[config.mk]
export PLATFORM = sky130hd
export DESIGN_NAME = lsab_front
export DESIGN_NICKNAME = d
export VERILOG_FILES = /design/src/design/lsab_pkg.sv /design/src/design/lsab_front.sv
export SDC_FILE = /design/constraint.sdc
export NUM_CORES = 1
export LEC_CHECK = 0
export BUFFER_PORTS_ARGS = -buffer_cell sky130_fd_sc_hd__buf_2
export CAP_MARGIN = 25
export CORE_ASPECT_RATIO = 1.5
export CORE_MARGIN = 1.5
export CORE_UTILIZATION = 48
export DETAILED_ROUTE_END_ITERATION = 10
export PLACE_DENSITY = 0.79
export SKIP_CTS_REPAIR_TIMING = 1
export SLEW_MARGIN = 20
export SYNTH_ARGS = -nofsm -noshare
export SYNTH_HDL_FRONTEND = slang
export SYNTH_SLANG_ARGS = --single-unit
[constraint.sdc]
create_clock -name i_clk -period 8.4 [get_ports i_clk]
set_clock_uncertainty 0.05 [all_clocks]
set_input_delay 1.26 -clock i_clk [delete_from_list [all_inputs] [get_ports i_clk]]
set_output_delay 1.26 -clock i_clk [all_outputs]
set_load 0.05 [all_outputs]
[src/design/lsab_pkg.sv]
// ----------------------------------------------------------------------------
// lsab_pkg
// Shared widths, codes and item types of the lidar scan angle binner.
// ----------------------------------------------------------------------------
package lsab_pkg;

    // Largest supported bin count and widths sized for it
    localparam int MAX_BINS_DEF = 512;
    localparam int BIN_W        = 13;              // holds a bin count up to 8191
    localparam int ANG_W        = 18;              // signed angle, relative angle, span
    localparam int NUM_W        = ANG_W + BIN_W;   // signed rel * n
    localparam int DIV_W        = NUM_W + 1;       // 2*|num| + span
    localparam int ERR_W        = 26;
    localparam int QUEUE_DEPTH  = 2;

    localparam logic [ANG_W-1:0] FULL_TURN = ANG_W'(36000);
    localparam logic [ERR_W-1:0] NO_POINT  = 26'h3FFFFFF;
    localparam logic [ERR_W-1:0] ERR_SAT   = 26'h3FFFFFE;

    // Configuration register indexes
    localparam int CFG_IDX_W = 3;
    localparam logic [CFG_IDX_W-1:0] CFG_WIN_START  = 3'd0;
    localparam logic [CFG_IDX_W-1:0] CFG_WIN_END    = 3'd1;
    localparam logic [CFG_IDX_W-1:0] CFG_NEAR_LIMIT = 3'd2;
    localparam logic [CFG_IDX_W-1:0] CFG_FAR_LIMIT  = 3'd3;
    localparam logic [CFG_IDX_W-1:0] CFG_CLOCKWISE  = 3'd4;
    localparam logic [CFG_IDX_W-1:0] CFG_BIN_COUNT  = 3'd5;

    // Item operation codes
    localparam logic OP_POINT = 1'b0;
    localparam logic OP_READ  = 1'b1;

    // Classified item handed from front to back
    typedef struct packed {
        logic                    is_read;
        logic                    rd_ok;
        logic [BIN_W-1:0]        bin;
        logic signed [ANG_W-1:0] rel;
        logic signed [ANG_W-1:0] span;
        logic [BIN_W-1:0]        n;
        logic                    dist_ok;
        logic [15:0]             dist_mm;
        logic [7:0]              inten;
    } t_job;

    // Result item
    typedef struct packed {
        logic [15:0] range_mm;
        logic [7:0]  inten;
        logic        claimed;
    } t_res;

    // Stored bin entry
    typedef struct packed {
        logic [ERR_W-1:0] best;
        logic [7:0]       inten;
        logic [15:0]      range_mm;
    } t_entry;

endpackage

[src/design/lsab_front.sv]
// ----------------------------------------------------------------------------
// lsab_front
// Configuration registers and item classification: mirror, window, span.
// ----------------------------------------------------------------------------
module lsab_front #(
    parameter int MAX_BINS = lsab_pkg::MAX_BINS_DEF
) (
    input  logic                           i_clk,
    input  logic                           i_rst_n,
    input  logic                           i_cfg_we,
    input  logic [lsab_pkg::CFG_IDX_W-1:0] i_cfg_index,
    input  logic [15:0]                    i_cfg_data,
    input  logic                           i_op,
    input  logic [15:0]                    i_point_angle,
    input  logic [15:0]                    i_point_distance,
    input  logic [7:0]                     i_point_intensity,
    input  logic [8:0]                     i_read_bin,
    output logic                           o_keep,
    output lsab_pkg::t_job                 o_job
);
    import lsab_pkg::*;

    logic [15:0] r_win_start, r_win_end, r_near, r_far;
    logic        r_cw;
    logic [9:0]  r_bin_count;

    logic signed [ANG_W-1:0] angle, start, stop, rel_raw, rel, span;
    logic                    in_window;
    logic [BIN_W-1:0]        n;

    // Hold configuration
    always_ff @(posedge i_clk) begin
        if (!i_rst_n) begin
            r_win_start <= 16'd0;
            r_win_end   <= 16'd36000;
            r_near      <= 16'd50;
            r_far       <= 16'd12000;
            r_cw        <= 1'b0;
            r_bin_count <= 10'd450;
        end else if (i_cfg_we) begin
            case (i_cfg_index)
                CFG_WIN_START:  r_win_start <= i_cfg_data;
                CFG_WIN_END:    r_win_end   <= i_cfg_data;
                CFG_NEAR_LIMIT: r_near      <= i_cfg_data;
                CFG_FAR_LIMIT:  r_far       <= i_cfg_data;
                CFG_CLOCKWISE:  r_cw        <= i_cfg_data[0];
                CFG_BIN_COUNT:  r_bin_count <= i_cfg_data[9:0];
                default: ;
            endcase
        end
    end

    // Mirror angle, test the window, form span and relative angle, clamp bin count
    always_comb begin
        start = $signed({2'b00, r_win_start});
        stop  = $signed({2'b00, r_win_end});
        angle = $signed({2'b00, i_point_angle});
        if (!r_cw) begin
            angle = $signed(FULL_TURN) - angle;
            if (angle >= $signed(FULL_TURN)) begin
                angle = angle - $signed(FULL_TURN);
            end
        end
        if (start <= stop) begin
            in_window = (angle >= start) && (angle <= stop);
        end else begin
            in_window = (angle >= start) || (angle <= stop);
        end
        span    = (stop >= start) ? stop - start : ($signed(FULL_TURN) - start) + stop;
        rel_raw = angle - start;
        rel     = (rel_raw < 0) ? rel_raw + $signed(FULL_TURN) : rel_raw;
        if (r_bin_count < 10'd2) begin
            n = BIN_W'(2);
        end else if (32'(r_bin_count) > MAX_BINS) begin
            n = BIN_W'(MAX_BINS);
        end else begin
            n = BIN_W'(r_bin_count);
        end
    end

    // Drop points outside the window
    assign o_keep = (i_op == OP_READ) || in_window;

    always_comb begin
        o_job.is_read = (i_op == OP_READ);
        o_job.rd_ok   = (32'(i_read_bin) < MAX_BINS);
        o_job.bin     = BIN_W'(i_read_bin);
        o_job.rel     = rel;
        o_job.span    = span;
        o_job.n       = n;
        o_job.dist_ok = (i_point_distance >= r_near) && (i_point_distance <= r_far);
        o_job.dist_mm = i_point_distance;
        o_job.inten   = i_point_intensity;
    end
endmodule

==> metrics.md <==
| Metric | Value |
|---|---|
| Crit path DAT | between 6 and 7 ns |
| Rows | 58 |
| Netlist cell types | 66 |
| Pleak | about 0.0040 uW |
| Nets | around 1400 |
| Post-synth EDFFs | 0 |
| Die Ht | ~160 um |
| Avg Synthesized Cell Area | around 7.4 um^2 |
| Synthesis-stage register bit count | between 70 and 80 |
| Total global routing overflow | 0 |
| Mux contribution to synthesized area | 0.0151 |
| Filler Cell Count | 1651 |
| Io pins | ~160 |
| Adder-cell share of the synthesized area | 0.157 |
| Type of element launching the critical path | input pin |
| HPWL after detailed placement | between 15000 and 20000 um |
| Fin. max-slew vios | 0 |
| Async set-reset flop share out of synthesis | 0 |
| Mapped Cells | between 1000 and 1500 |
| Fmax achieved | between 100 and 150 MHz |
| Worst-Skew Late Latency | between 0.3 and 0.4 ns |
| Pwr/cell area | around 160 mW/mm^2 |
| Sink Count | 75 |
| Wire length per cell | about 16 um |
| Worst slew pin tran | between 0.9 and 1 ns |
| Die span in x | 111 um |
| Post-synthesis simple-gate area fraction | 0.224 |
| Main combinational cell family by area after synthesis | compound AO/OA/AOI/OAI gates |
| Area leader, netlist | dfxtp_1 |
| Port Buffers | about 120 |
| Seq/Total Area, Yosys | 0.180 |
| CTS tree | built |
| RSZ-0062 raised after global routing | false |
| Cell Area, Synth | 0.00836 mm^2 |
| Syn-to-layout area delta | 9.47% |
| Status | completed |
| CTS Buf Count | 9 |
| Pre-CTS WS | between 0.2 and 0.3 ns |
| Area fraction of the dominant cell type after synthesis | 0.180 |
| Worst setup EP type | primary output |
| Die ar. | around 0.018 mm^2 |
| Setup WS post-layout | between 0.4 and 0.5 ns |
| Yosys warns | 0 |
| Tcrit/Tclk final | 0.941 |
| CP required | 7.09 ns |
| First-pass GRT wire length | around 37000 um |
| Finish-stage setup viols | 0 |
| Via count | between 8000 and 9000 |
| Via/cell ratio | approximately 5.8 |
| Synth Area in Compound Gates | 0.256 |
| Most frequent cell after synthesis | nand2_1 |
| Post-synth top cells | nand2_1 (180), ha_1 (100), inv_1 (89) |
| RD Place Congestion | about 0.94 |
| Crit-path max FO | 9 |
| Core Area | about 0.017 mm^2 |
| XOR/XNOR share of the synthesized area | 0.0702 |
| Largest net degree at the start of global routing | 50 |
| DR DRC count | 0 |
| Initial antenna violation count | 0 |
| Final wirelength | 22700 um |
| H-tree Lvls | 3 |
| Final hold vios | 0 |
| Hold Path Class | flop to flop |
| Routed Antenna Nets | 0 |
| Min Clock Period, post-route | slightly below 8 ns |
| Worst R2R Path Depth | 2 |
| Largest cells by area after synthesis | dfxtp_1 (18%), ha_1 (15%), nand2_1 (8.1%) |
| Worst setup path class | input pin to primary output |
| Vias in the first global route | about 8000 |
| Setup TNS Final | 0 ns |
| Total of max-cap violations | 0 |
| Hold Path Stages | 2 |
| Clk root buf | clkbuf_16 |
| Initial Utilization | 0.494 |
| Top_reg_cell synth | dfxtp_1 |
| Relative slew slack | 0.358 |
| N_diodes | 0 |
| CTS clock-pin slew for the worst setup and hold paths | about 0.05 ns |
| Share of cells above drive strength 1 | 0.131 |
| First drt pass iteration count | 5 |
| Largest vdd supply drop | 0.163 mV |
| Iter 0 DRT Violations | approximately 370 |
| GRT Util Overall | 0.247 |
| Clock Path Buffers | 2 |
[path summary, 6_finish.rpt]
kind	startpoint	endpoint	slack [ns]
setup / recovery	i_point_angle[0]	o_job[71]	0.50
setup reg to reg	r_cw	r_cw	7.06
hold reg to reg	r_near[8]	r_near[8]	0.41
hold / removal	r_near[8]	r_near[8]	0.41
[cell usage in the layout, fill, tap and decap left out, types with 8 or more instances in the layout]
cell type and n:
nand2_1 180, buf_2 119, ha_1 100, inv_1 89, dfxtp_1 75, nor2_1 60, a21boi_0 59, a21oi_1 58
o21ai_0 46, xnor2_1 40, a21o_1 37, nor2b_1 27, xor2_1 27, nor3_1 24, o211ai_1 23, nand3_1 18
and3_1 16, nand4_1 15, a31oi_1 14, o21a_1 12, o21bai_1 10, and2_1 9, nand2b_1 9, clkbuf_16 9
conb_1 8, buf_4 8
[critical path, cell delays in order]
cell and delay (ns):
buf_2 0.11, inv_1 0.18, ha_1 0.30, nor4b_4 0.23
buf_4 0.19, nand2_1 0.07, or4_1 0.42, and3_1 0.18
o22a_1 0.20, o221ai_4 0.33, mux2i_1 0.26, xnor2_1 0.23
ha_1 0.36, o31ai_1 0.25, buf_4 0.17, a211oi_1 0.05
or3_1 0.41, or4b_1 0.54, a22oi_1 0.30, o21bai_1 0.13
xor2_1 0.14, buf_2 0.28
[where the power goes]
part / total, uW / internal [uW] / switching [uW] / leakage (uW)
clock: 387 / 250 / 137 / 0.000151
sequential: 373 / 365 / 7.97 / 0.000608
combinational: 678 / 209 / 470 / 0.00327
[metrics by stage]
step                       util  total power (uW)  area (um^2)  std cells  hold WS (ns)
final                     0.541              1440         9150       1413         0.412
after global routing      0.541              1510         9150       1413         0.433
after CTS                 0.539              1440         9110       1409         0.414
after detailed placement  0.521              1050         8810       1395         0.406
after global placement    0.520              1040         8790       1394         0.403
after floorplan               -               929         8380       1142         0.389
[logic make-up after synthesis]
family / after synthesis
multiplexers: 12
XOR/XNOR: 67
AO/OA/AOI/OAI: 313
flip-flops: 75
adder cells (fa/ha/maj): 103
AND/OR/NAND/NOR: 394
other: 2
buffers and inverters: 170
[final cells by class]
cell class,count,area (um^2),area share
inverter,89,334,0.0365
clock buffer,12,267,0.0291
tap,210,263,0.0287
clock inverter,2,35.0,0.00383
multi-input combinational,897,6080,0.664
sequential,75,1500,0.164
timing repair buffer,128,676,0.0738
[flip-flops by register name (all words and copies together), names as in the netlist]
register and count:
r_win_end 16, r_bin_count 10, r_near 16, r_far 16
r_cw 1, r_win_start 16
[per-layer routing]
layer,up-vias,global-route usage,part of all wire
met5,-,0,0
met4,0,0.146,0.056
met3,68,0.0261,0.041
met2,251,0.471,0.51
met1,3822,0.263,0.39
li1,4065,-,-
Note: power is estimated with default switching activity, not from simulation.
