--- src/design/lsab_queue.sv ---
// ----------------------------------------------------------------------------
// lsab_queue
// Small synchronous FIFO used between the front, the back and the result port.
// ----------------------------------------------------------------------------
module lsab_queue #(
    parameter int W     = 8,
    parameter int DEPTH = 2
) (
    input  logic         i_clk,
    input  logic         i_rst_n,
    input  logic         i_push,
    input  logic [W-1:0] i_data,
    output logic         o_full,
    input  logic         i_pop,
    output logic         o_empty,
    output logic [W-1:0] o_data
);
    localparam int PW = (DEPTH > 1) ? $clog2(DEPTH) : 1;
    localparam int CW = $clog2(DEPTH + 1);

    logic [W-1:0]  r_mem [DEPTH];
    logic [PW-1:0] r_wp, r_rp;
    logic [CW-1:0] r_cnt;
    logic          do_push, do_pop;

    assign o_full  = (r_cnt == CW'(DEPTH));
    assign o_empty = (r_cnt == '0);
    assign o_data  = r_mem[r_rp];
    assign do_push = i_push && !o_full;
    assign do_pop  = i_pop && !o_empty;

    // Store incoming item
    always_ff @(posedge i_clk) begin
        if (do_push) begin
            r_mem[r_wp] <= i_data;
        end
    end

    // Advance pointers and count
    always_ff @(posedge i_clk) begin
        if (!i_rst_n) begin
            r_wp  <= '0;
            r_rp  <= '0;
            r_cnt <= '0;
        end else begin
            if (do_push) begin
                r_wp <= (r_wp == PW'(DEPTH - 1)) ? '0 : r_wp + 1'b1;
            end
            if (do_pop) begin
                r_rp <= (r_rp == PW'(DEPTH - 1)) ? '0 : r_rp + 1'b1;
            end
            if (do_push && !do_pop) begin
                r_cnt <= r_cnt + 1'b1;
            end else if (do_pop && !do_push) begin
                r_cnt <= r_cnt - 1'b1;
            end
        end
    end
endmodule

--- config.mk ---
export PLATFORM = sky130hd
export DESIGN_NAME = lsab_queue
export DESIGN_NICKNAME = d
export VERILOG_FILES = /design/src/design/lsab_queue.sv
export SDC_FILE = /design/constraint.sdc
export NUM_CORES = 1
export LEC_CHECK = 0
export BUFFER_PORTS_ARGS = -buffer_cell sky130_fd_sc_hd__buf_4
export CORE_MARGIN = 2
export CORE_UTILIZATION = 30
export DETAILED_ROUTE_END_ITERATION = 16
export SLEW_MARGIN = 10
export SYNTH_ARGS = -nofsm -noshare
export SYNTH_HDL_FRONTEND = slang
export SYNTH_SLANG_ARGS = --single-unit
--- constraint.sdc ---
create_clock -name i_clk -period 3.2 [get_ports i_clk]
set_clock_uncertainty 0.2 [all_clocks]
set_input_delay 0.32 -clock i_clk [delete_from_list [all_inputs] [get_ports i_clk]]
set_output_delay 0.32 -clock i_clk [all_outputs]
set_load 0.02 [all_outputs]
==> flow_summary.json, run 1 <==
{
  "run_status": "finished clean",
  "finalMaxSlewViolations": 0,
  "core_footprint_mm2": 0.00252,
  "final_cell_count_no_fill": 112,
  "number_of_inserted_diodes": 0,
  "worst_setup_path_endpoint": "o_data[4]",
  "final_min_period_over_clock_period_pct": 60.2,
  "yosys.cell_count.top_type": "edfxtp_1",
  "irDropWorstVdd_uv": 525,
  "avgSynthCellArea_um2": 16.2,
  "clkSlewWorstSetupHoldPaths_ns": 0.12,
  "multi_input_area_um2": 216,
  "wl_per_instance_um": 11.9,
  "mapped_cells": 50,
  "reg2reg_depth": 6,
  "final.min_clock_period_ns": 1.93,
  "root_buffer": "clkbuf_4",
  "cts-root-to-sink-buffers": 2,
  "cts_repair_resize_count": 0,
  "synth-seq-cells": 21,
  "cts_hold_buffers": 8,
  "remaining_drc_errors": 0,
  "slack_of_the_worst_reg_to_reg_path_ns": 1.41,
  "drt.antenna.violating_nets": 0,
  "synth.yosys.seq_area_share_pct": 71.7,
  "rows": 18,
  "synthDominantCellAreaShare_pct": 59.4,
  "critical_path_peak_fanout": 8,
  "fmax_mhz": 519,
  "timing.setup.critical_path_class": "flip-flop to output port",
  "final-hold-violation-count": 0,
  "initial_core_utilization_pct": 32.1,
  "drt-total-wl_mm": 1.33,
  "final.fill_count": 252,
  "clk_latency_ns": 0.30,
  "place_inst": 100,
  "crit_path_end_kind": "output port",
  "synth.largest_area_cell": "edfxtp_1",
  "async_set_or_reset_register_ratio_after_synthesis_pct": 0,
  "setup_tns_ns": 0,
  "dp_hpwl_um": 908,
  "yosys-top-cells-area": "edfxtp_1, dfxtp_1, mux2_2",
  "first_global_vias": 507,
  "syn-num-nets": 63,
  "synth.cell_area_um2": 810,
  "io-pin-count": 22,
  "die_height_um": 55.9,
  "die-width_um": 55.9,
  "cts_tree": "built",
  "setup_repair_after_global_routing_missed_its_margin": "false",
  "gp_congestion": 0.631,
  "r2r-start": "r_cnt[0]$_SDFFE_PN0P_",
  "antenna_found_initial": 0,
  "crit_path_start_kind": "flip-flop",
  "first_iter_violations": 9,
  "vias": 489,
  "timing.max_slew.rel_slack_pct": 53.8,
  "postSynth.topFlopCell": "edfxtp_1",
  "power.density_cell_area_mw_per_mm2": 733,
  "place.port_buffers": 21,
  "setup_violators_final": 0,
  "floorplan.die_area_mm2": 0.00313,
  "total_placed_instance_area_um2": 1000,
  "final_nets": 96,
  "number_of_setup_buffers_added_after_cts": 0,
  "synthDistinctLibCells": 20,
  "synth_common_cells": "edfxtp_1, mux2_2, dfxtp_1, and2_1",
  "clock-sinks": 21,
  "globalRouteOverflowTotal": 0,
  "grt_util_all_layers_pct": 9.38,
  "timing.critical_path.required_ns": 2.68,
  "yosysWarnings": 0,
  "critical_path_arrival_ns": 1.41,
  "htree_levels": 1,
  "cts_inserted_buffers": 3,
  "pin_count_of_the_biggest_net_entering_global_routing": 13,
  "max_cap_violation_count": 0,
  "post_route_cells_drive_above_1_share_pct": 42.7,
  "initial_drt_pass_iterations": 4,
  "number_of_flops_mapped_to_enable_cells_by_yosys": 16,
  "leakage_nw": 0.433,
  "grt_pass1_wl_mm": 2.29,
  "worst_min_delay_path_category": "input port to flip-flop",
  "post-route-cell-area_mm2": 0.00111,
  "vias_per_cell": 4.37,
  "areaGrowthSynthToFinish_pct": 36.8,
  "worst_pin_slew_ns": 0.689,
  "worstReg2RegEnd": "r_cnt[1]$_SDFFE_PN0P_",
  "seqCellArea_um2": 581
}
## placed cells by master (no fill, tap or decap), drive strengths merged
| cell type | Yosys | layout |
|---|---|---|
| buf | 1 | 21 |
| clkbuf | 0 | 3 |
| inv | 2 | 2 |
| xor2 | 1 | 1 |
| and2 | 3 | 3 |
| edfxtp | 16 | 16 |
| mux2 | 8 | 8 |
| ha | 1 | 1 |
| and3 | 1 | 1 |
| dlygate4sd3 | 0 | 8 |
| or3 | 1 | 1 |
| clkinv | 0 | 1 |
| o21a | 1 | 1 |
| xnor2 | 2 | 2 |
| o21ai | 2 | 2 |
| dfxtp | 5 | 5 |
| nor2 | 2 | 2 |
| nand2b | 1 | 1 |
| nor3 | 1 | 1 |
| a21boi | 2 | 2 |
## area by class of cell
cell class / count / share of cell area [%]
clock buffer: 3 / 2.03
clock inverter: 1 / 0.452
inverter: 2 / 0.678
multi-input combinational: 26 / 19.5
sequential: 21 / 52.4
tap: 30 / 3.39
timing repair buffer: 29 / 21.5
## kinds of logic after synthesis
logic type               Yosys count  share of synthesized area [%]
AND/OR/NAND/NOR                    9                           6.80
flip-flops                        21                           71.7
buffers and inverters              3                           1.54
AO/OA/AOI/OAI                      5                           4.02
adder cells (fa/ha/maj)            1                           1.55
multiplexers                       8                           11.1
XOR/XNOR                           3                           3.25
## flip-flops by register name, summed over array words and instances, names as in the netlist, named ones only
register / count
r_cnt: 2
r_mem: 16
r_rp: 1
r_wp: 1
## worst max-delay path: stages, from the launching register on
cell and delay (ns):
dfxtp_1 0.57, mux2_2 0.38, buf_4 0.15
## through the flow
step / hold WS, ns / util [%] / worst slack (ns) / power [mW]
after global placement: 0.309 / 39.6 / 1.48 / 0.684
after detailed placement: 0.309 / 39.6 / 1.46 / 0.686
after CTS: 0.0433 / 43.9 / 1.24 / 0.823
after global routing: 0.0322 / 43.9 / 1.18 / 0.863
final: 0.0507 / 43.9 / 1.27 / 0.812
after floorplan: 0.219 / - / 1.49 / 0.581
## layer usage
layer	vias to the layer above	track usage (%)	share of wire, %	wire (µm)
met5	-	0	0	0
met4	0	1.02	0	0
met3	0	4.19	5.5	73
met2	16	15.1	48	636
met1	225	12.1	47	623
li1	248	-	-	-
## how the worst min path moves through the flow
stage,slack [ns],depth (start not counted),from,to
after floorplan,0.22,0,i_data[0],r_mem[0][0]$_DFFE_PP_
after global placement,0.31,1,i_data[2],r_mem[1][2]$_DFFE_PP_
after detailed placement,0.31,2,r_cnt[1]$_SDFFE_PN0P_,r_cnt[1]$_SDFFE_PN0P_
after CTS,0.04,2,i_rst_n,r_wp$_SDFFE_PN0N_
after global routing,0.03,2,i_rst_n,r_wp$_SDFFE_PN0N_
final,0.05,2,i_rst_n,r_wp$_SDFFE_PN0N_
## power by group
| part | leakage (nW) | switching [mW] | internal [mW] |
|---|---|---|---|
| clock | 0.0177 | 0.0783 | 0.0466 |
| combinational | 0.224 | 0.148 | 0.154 |
| sequential | 0.191 | 0.0369 | 0.348 |
Note: power is estimated with default switching activity, not from simulation.
==> run 2: changes to the inputs <==
==> constraint.sdc (replaced) <==
create_clock -name i_clk -period 2 [get_ports i_clk]
set_clock_uncertainty 0.2 [all_clocks]
set_input_delay 0.2 -clock i_clk [delete_from_list [all_inputs] [get_ports i_clk]]
set_output_delay 0.2 -clock i_clk [all_outputs]
set_load 0.02 [all_outputs]
==> run 2 against run 1 <==
  * Clock power up 61%
  * Worst hold slack better by 0.0081 ns
  * Total power up 62%
  * Sequential power up 59%
  * Global-route usage down 0.28 points
  * First-iteration DRC count down 56%
  * Critical path depth unchanged
  * Count of clock-buffer cells in the layout unchanged
  * Non-clock buffer count up 3
==> flow_summary.json, run 2 (same netlist as run 1, synthesis figures left out) <==
{
  "setup_violators_final": 0,
  "crit_path_end_kind": "output port",
  "wl_per_instance_um": 11.8,
  "timing.max_slew.rel_slack_pct": 72.6,
  "root_buffer": "clkbuf_4",
  "drt-total-wl_mm": 1.36,
  "cts_tree": "built",
  "power.density_cell_area_mw_per_mm2": 1160,
  "critical_path_arrival_ns": 1.41,
  "rows": 18,
  "r2r-start": "r_cnt[0]$_SDFFE_PN0P_",
  "post_route_cells_drive_above_1_share_pct": 43.5,
  "initial_core_utilization_pct": 32.1,
  "vias": 507,
  "pin_count_of_the_biggest_net_entering_global_routing": 13,
  "fmax_mhz": 553,
  "cts_inserted_buffers": 3,
  "critical_path_peak_fanout": 8,
  "largest_reg_flops": 16,
  "clk_latency_ns": 0.30,
  "most_frequent_cells_in_the_layout": "buf_4, edfxtp_1, dlygate4sd3_1, mux2_2, dfxtp_1",
  "areaGrowthSynthToFinish_pct": 39.9,
  "final_min_period_over_clock_period_pct": 90.4,
  "setup_tns_ns": 0,
  "initial_drt_pass_iterations": 4,
  "core_footprint_mm2": 0.00252,
  "leakage_nw": 0.447,
  "final_nets": 99,
  "clock-sinks": 21,
  "timing.critical_path.required_ns": 1.60,
  "cts_repair_resize_count": 0,
  "setup_repair_after_global_routing_missed_its_margin": "false",
  "dp_hpwl_um": 956,
  "htree_levels": 1,
  "remaining_drc_errors": 0,
  "final.fill_count": 245,
  "run_status": "finished clean",
  "grt_util_all_layers_pct": 9.10,
  "globalRouteOverflowTotal": 0,
  "vias_per_cell": 4.41,
  "gp_congestion": 0.731,
  "max_cap_violation_count": 0,
  "grt_pass1_wl_mm": 2.20,
  "cts-root-to-sink-buffers": 2,
  "timing.hold.worst.start": "i_push",
  "largest-register": "r_mem",
  "timing.setup.critical_path_class": "flip-flop to output port",
  "io-pin-count": 22,
  "first_global_vias": 493,
  "finalMaxSlewViolations": 0,
  "irDropWorstVdd_uv": 561,
  "die-width_um": 55.9,
  "place.port_buffers": 21,
  "antenna_found_initial": 0,
  "mostFrequentLayoutCell": "buf_4",
  "die_height_um": 55.9,
  "worst_min_delay_path_category": "input port to flip-flop",
  "largestRegisters": "r_mem x16, r_cnt x2",
  "clkSlewWorstSetupHoldPaths_ns": 0.12,
  "number_of_inserted_diodes": 0,
  "floorplan.die_area_mm2": 0.00313,
  "final.min_clock_period_ns": 1.81,
  "fin_util_pct": 44.9,
  "final-hold-violation-count": 0,
  "worst_pin_slew_ns": 0.411,
  "drt.antenna.violating_nets": 0,
  "first_iter_violations": 4,
  "crit_path_start_kind": "flip-flop"
}
-- run 2: changes by cell type in the layout (fill, tap and decap cells not counted) --
cell and delta:
buf_4 +2, dlygate4sd3_1 +1
-- run 2: final cells by class --
| cell class | count | area (µm²) | share of cell area [%] |
|---|---|---|---|
| clock buffer | 3 | 22.5 | 1.99 |
| clock inverter | 1 | 5.00 | 0.442 |
| inverter | 2 | 7.51 | 0.663 |
| multi-input combinational | 26 | 216 | 19.1 |
| sequential | 21 | 581 | 51.3 |
| tap | 30 | 37.5 | 3.31 |
| timing repair buffer | 32 | 263 | 23.2 |
-- run 2: routing by layer --
metal	track usage (%)	vias up	routed length (µm)
li1	-	251	-
met1	12.1	240	630
met2	13.8	16	647
met3	2.56	0	79
met4	4.08	0	0
met5	0	-	0
-- run 2: worst paths after layout --
check / to / slack [ns] / depth (start not counted)
max: o_data[5] / 0.19 / 2
min: r_wp$_SDFFE_PN0N_ / 0.06 / 3
max reg2reg: r_cnt[1]$_SDFFE_PN0P_ / 0.23 / 6
min reg2reg: r_cnt[1]$_SDFFE_PN0P_ / 0.34 / 2
-- run 2: what timing repair did --
| item | in CTS | in global routing |
|---|---|---|
| setup endpoints to repair | 0 | 0 |
| hold buffers | 9 | 0 |
| setup buffers | 0 | 0 |
| hold endpoints to repair | 21 | 0 |
-- run 2: where the power goes --
group	leakage [nW]	internal, mW	total (mW)	switching (mW)
clock network	0.0177	0.0744	0.201	0.126
registers	0.191	0.556	0.613	0.0571
logic	0.239	0.261	0.501	0.240
-- run 2: critical path, cell delays in order (launching register included) --
cell     delay, ns
dfxtp_1       0.56
mux2_2        0.39
buf_4         0.16
-- run 2: through the flow --
step | hold slack [ns] | setup WS (ns) | area [µm²] | power, mW | cells
after floorplan | 0.0989 | 0.286 | 810 | 0.929 | 50
after global placement | 0.187 | 0.313 | 1010 | 1.11 | 102
after detailed placement | 0.190 | 0.256 | 1010 | 1.12 | 102
after CTS | 0.0477 | 0.149 | 1130 | 1.33 | 115
after global routing | 0.0543 | 0.112 | 1130 | 1.40 | 115
final | 0.0588 | 0.191 | 1130 | 1.32 | 115
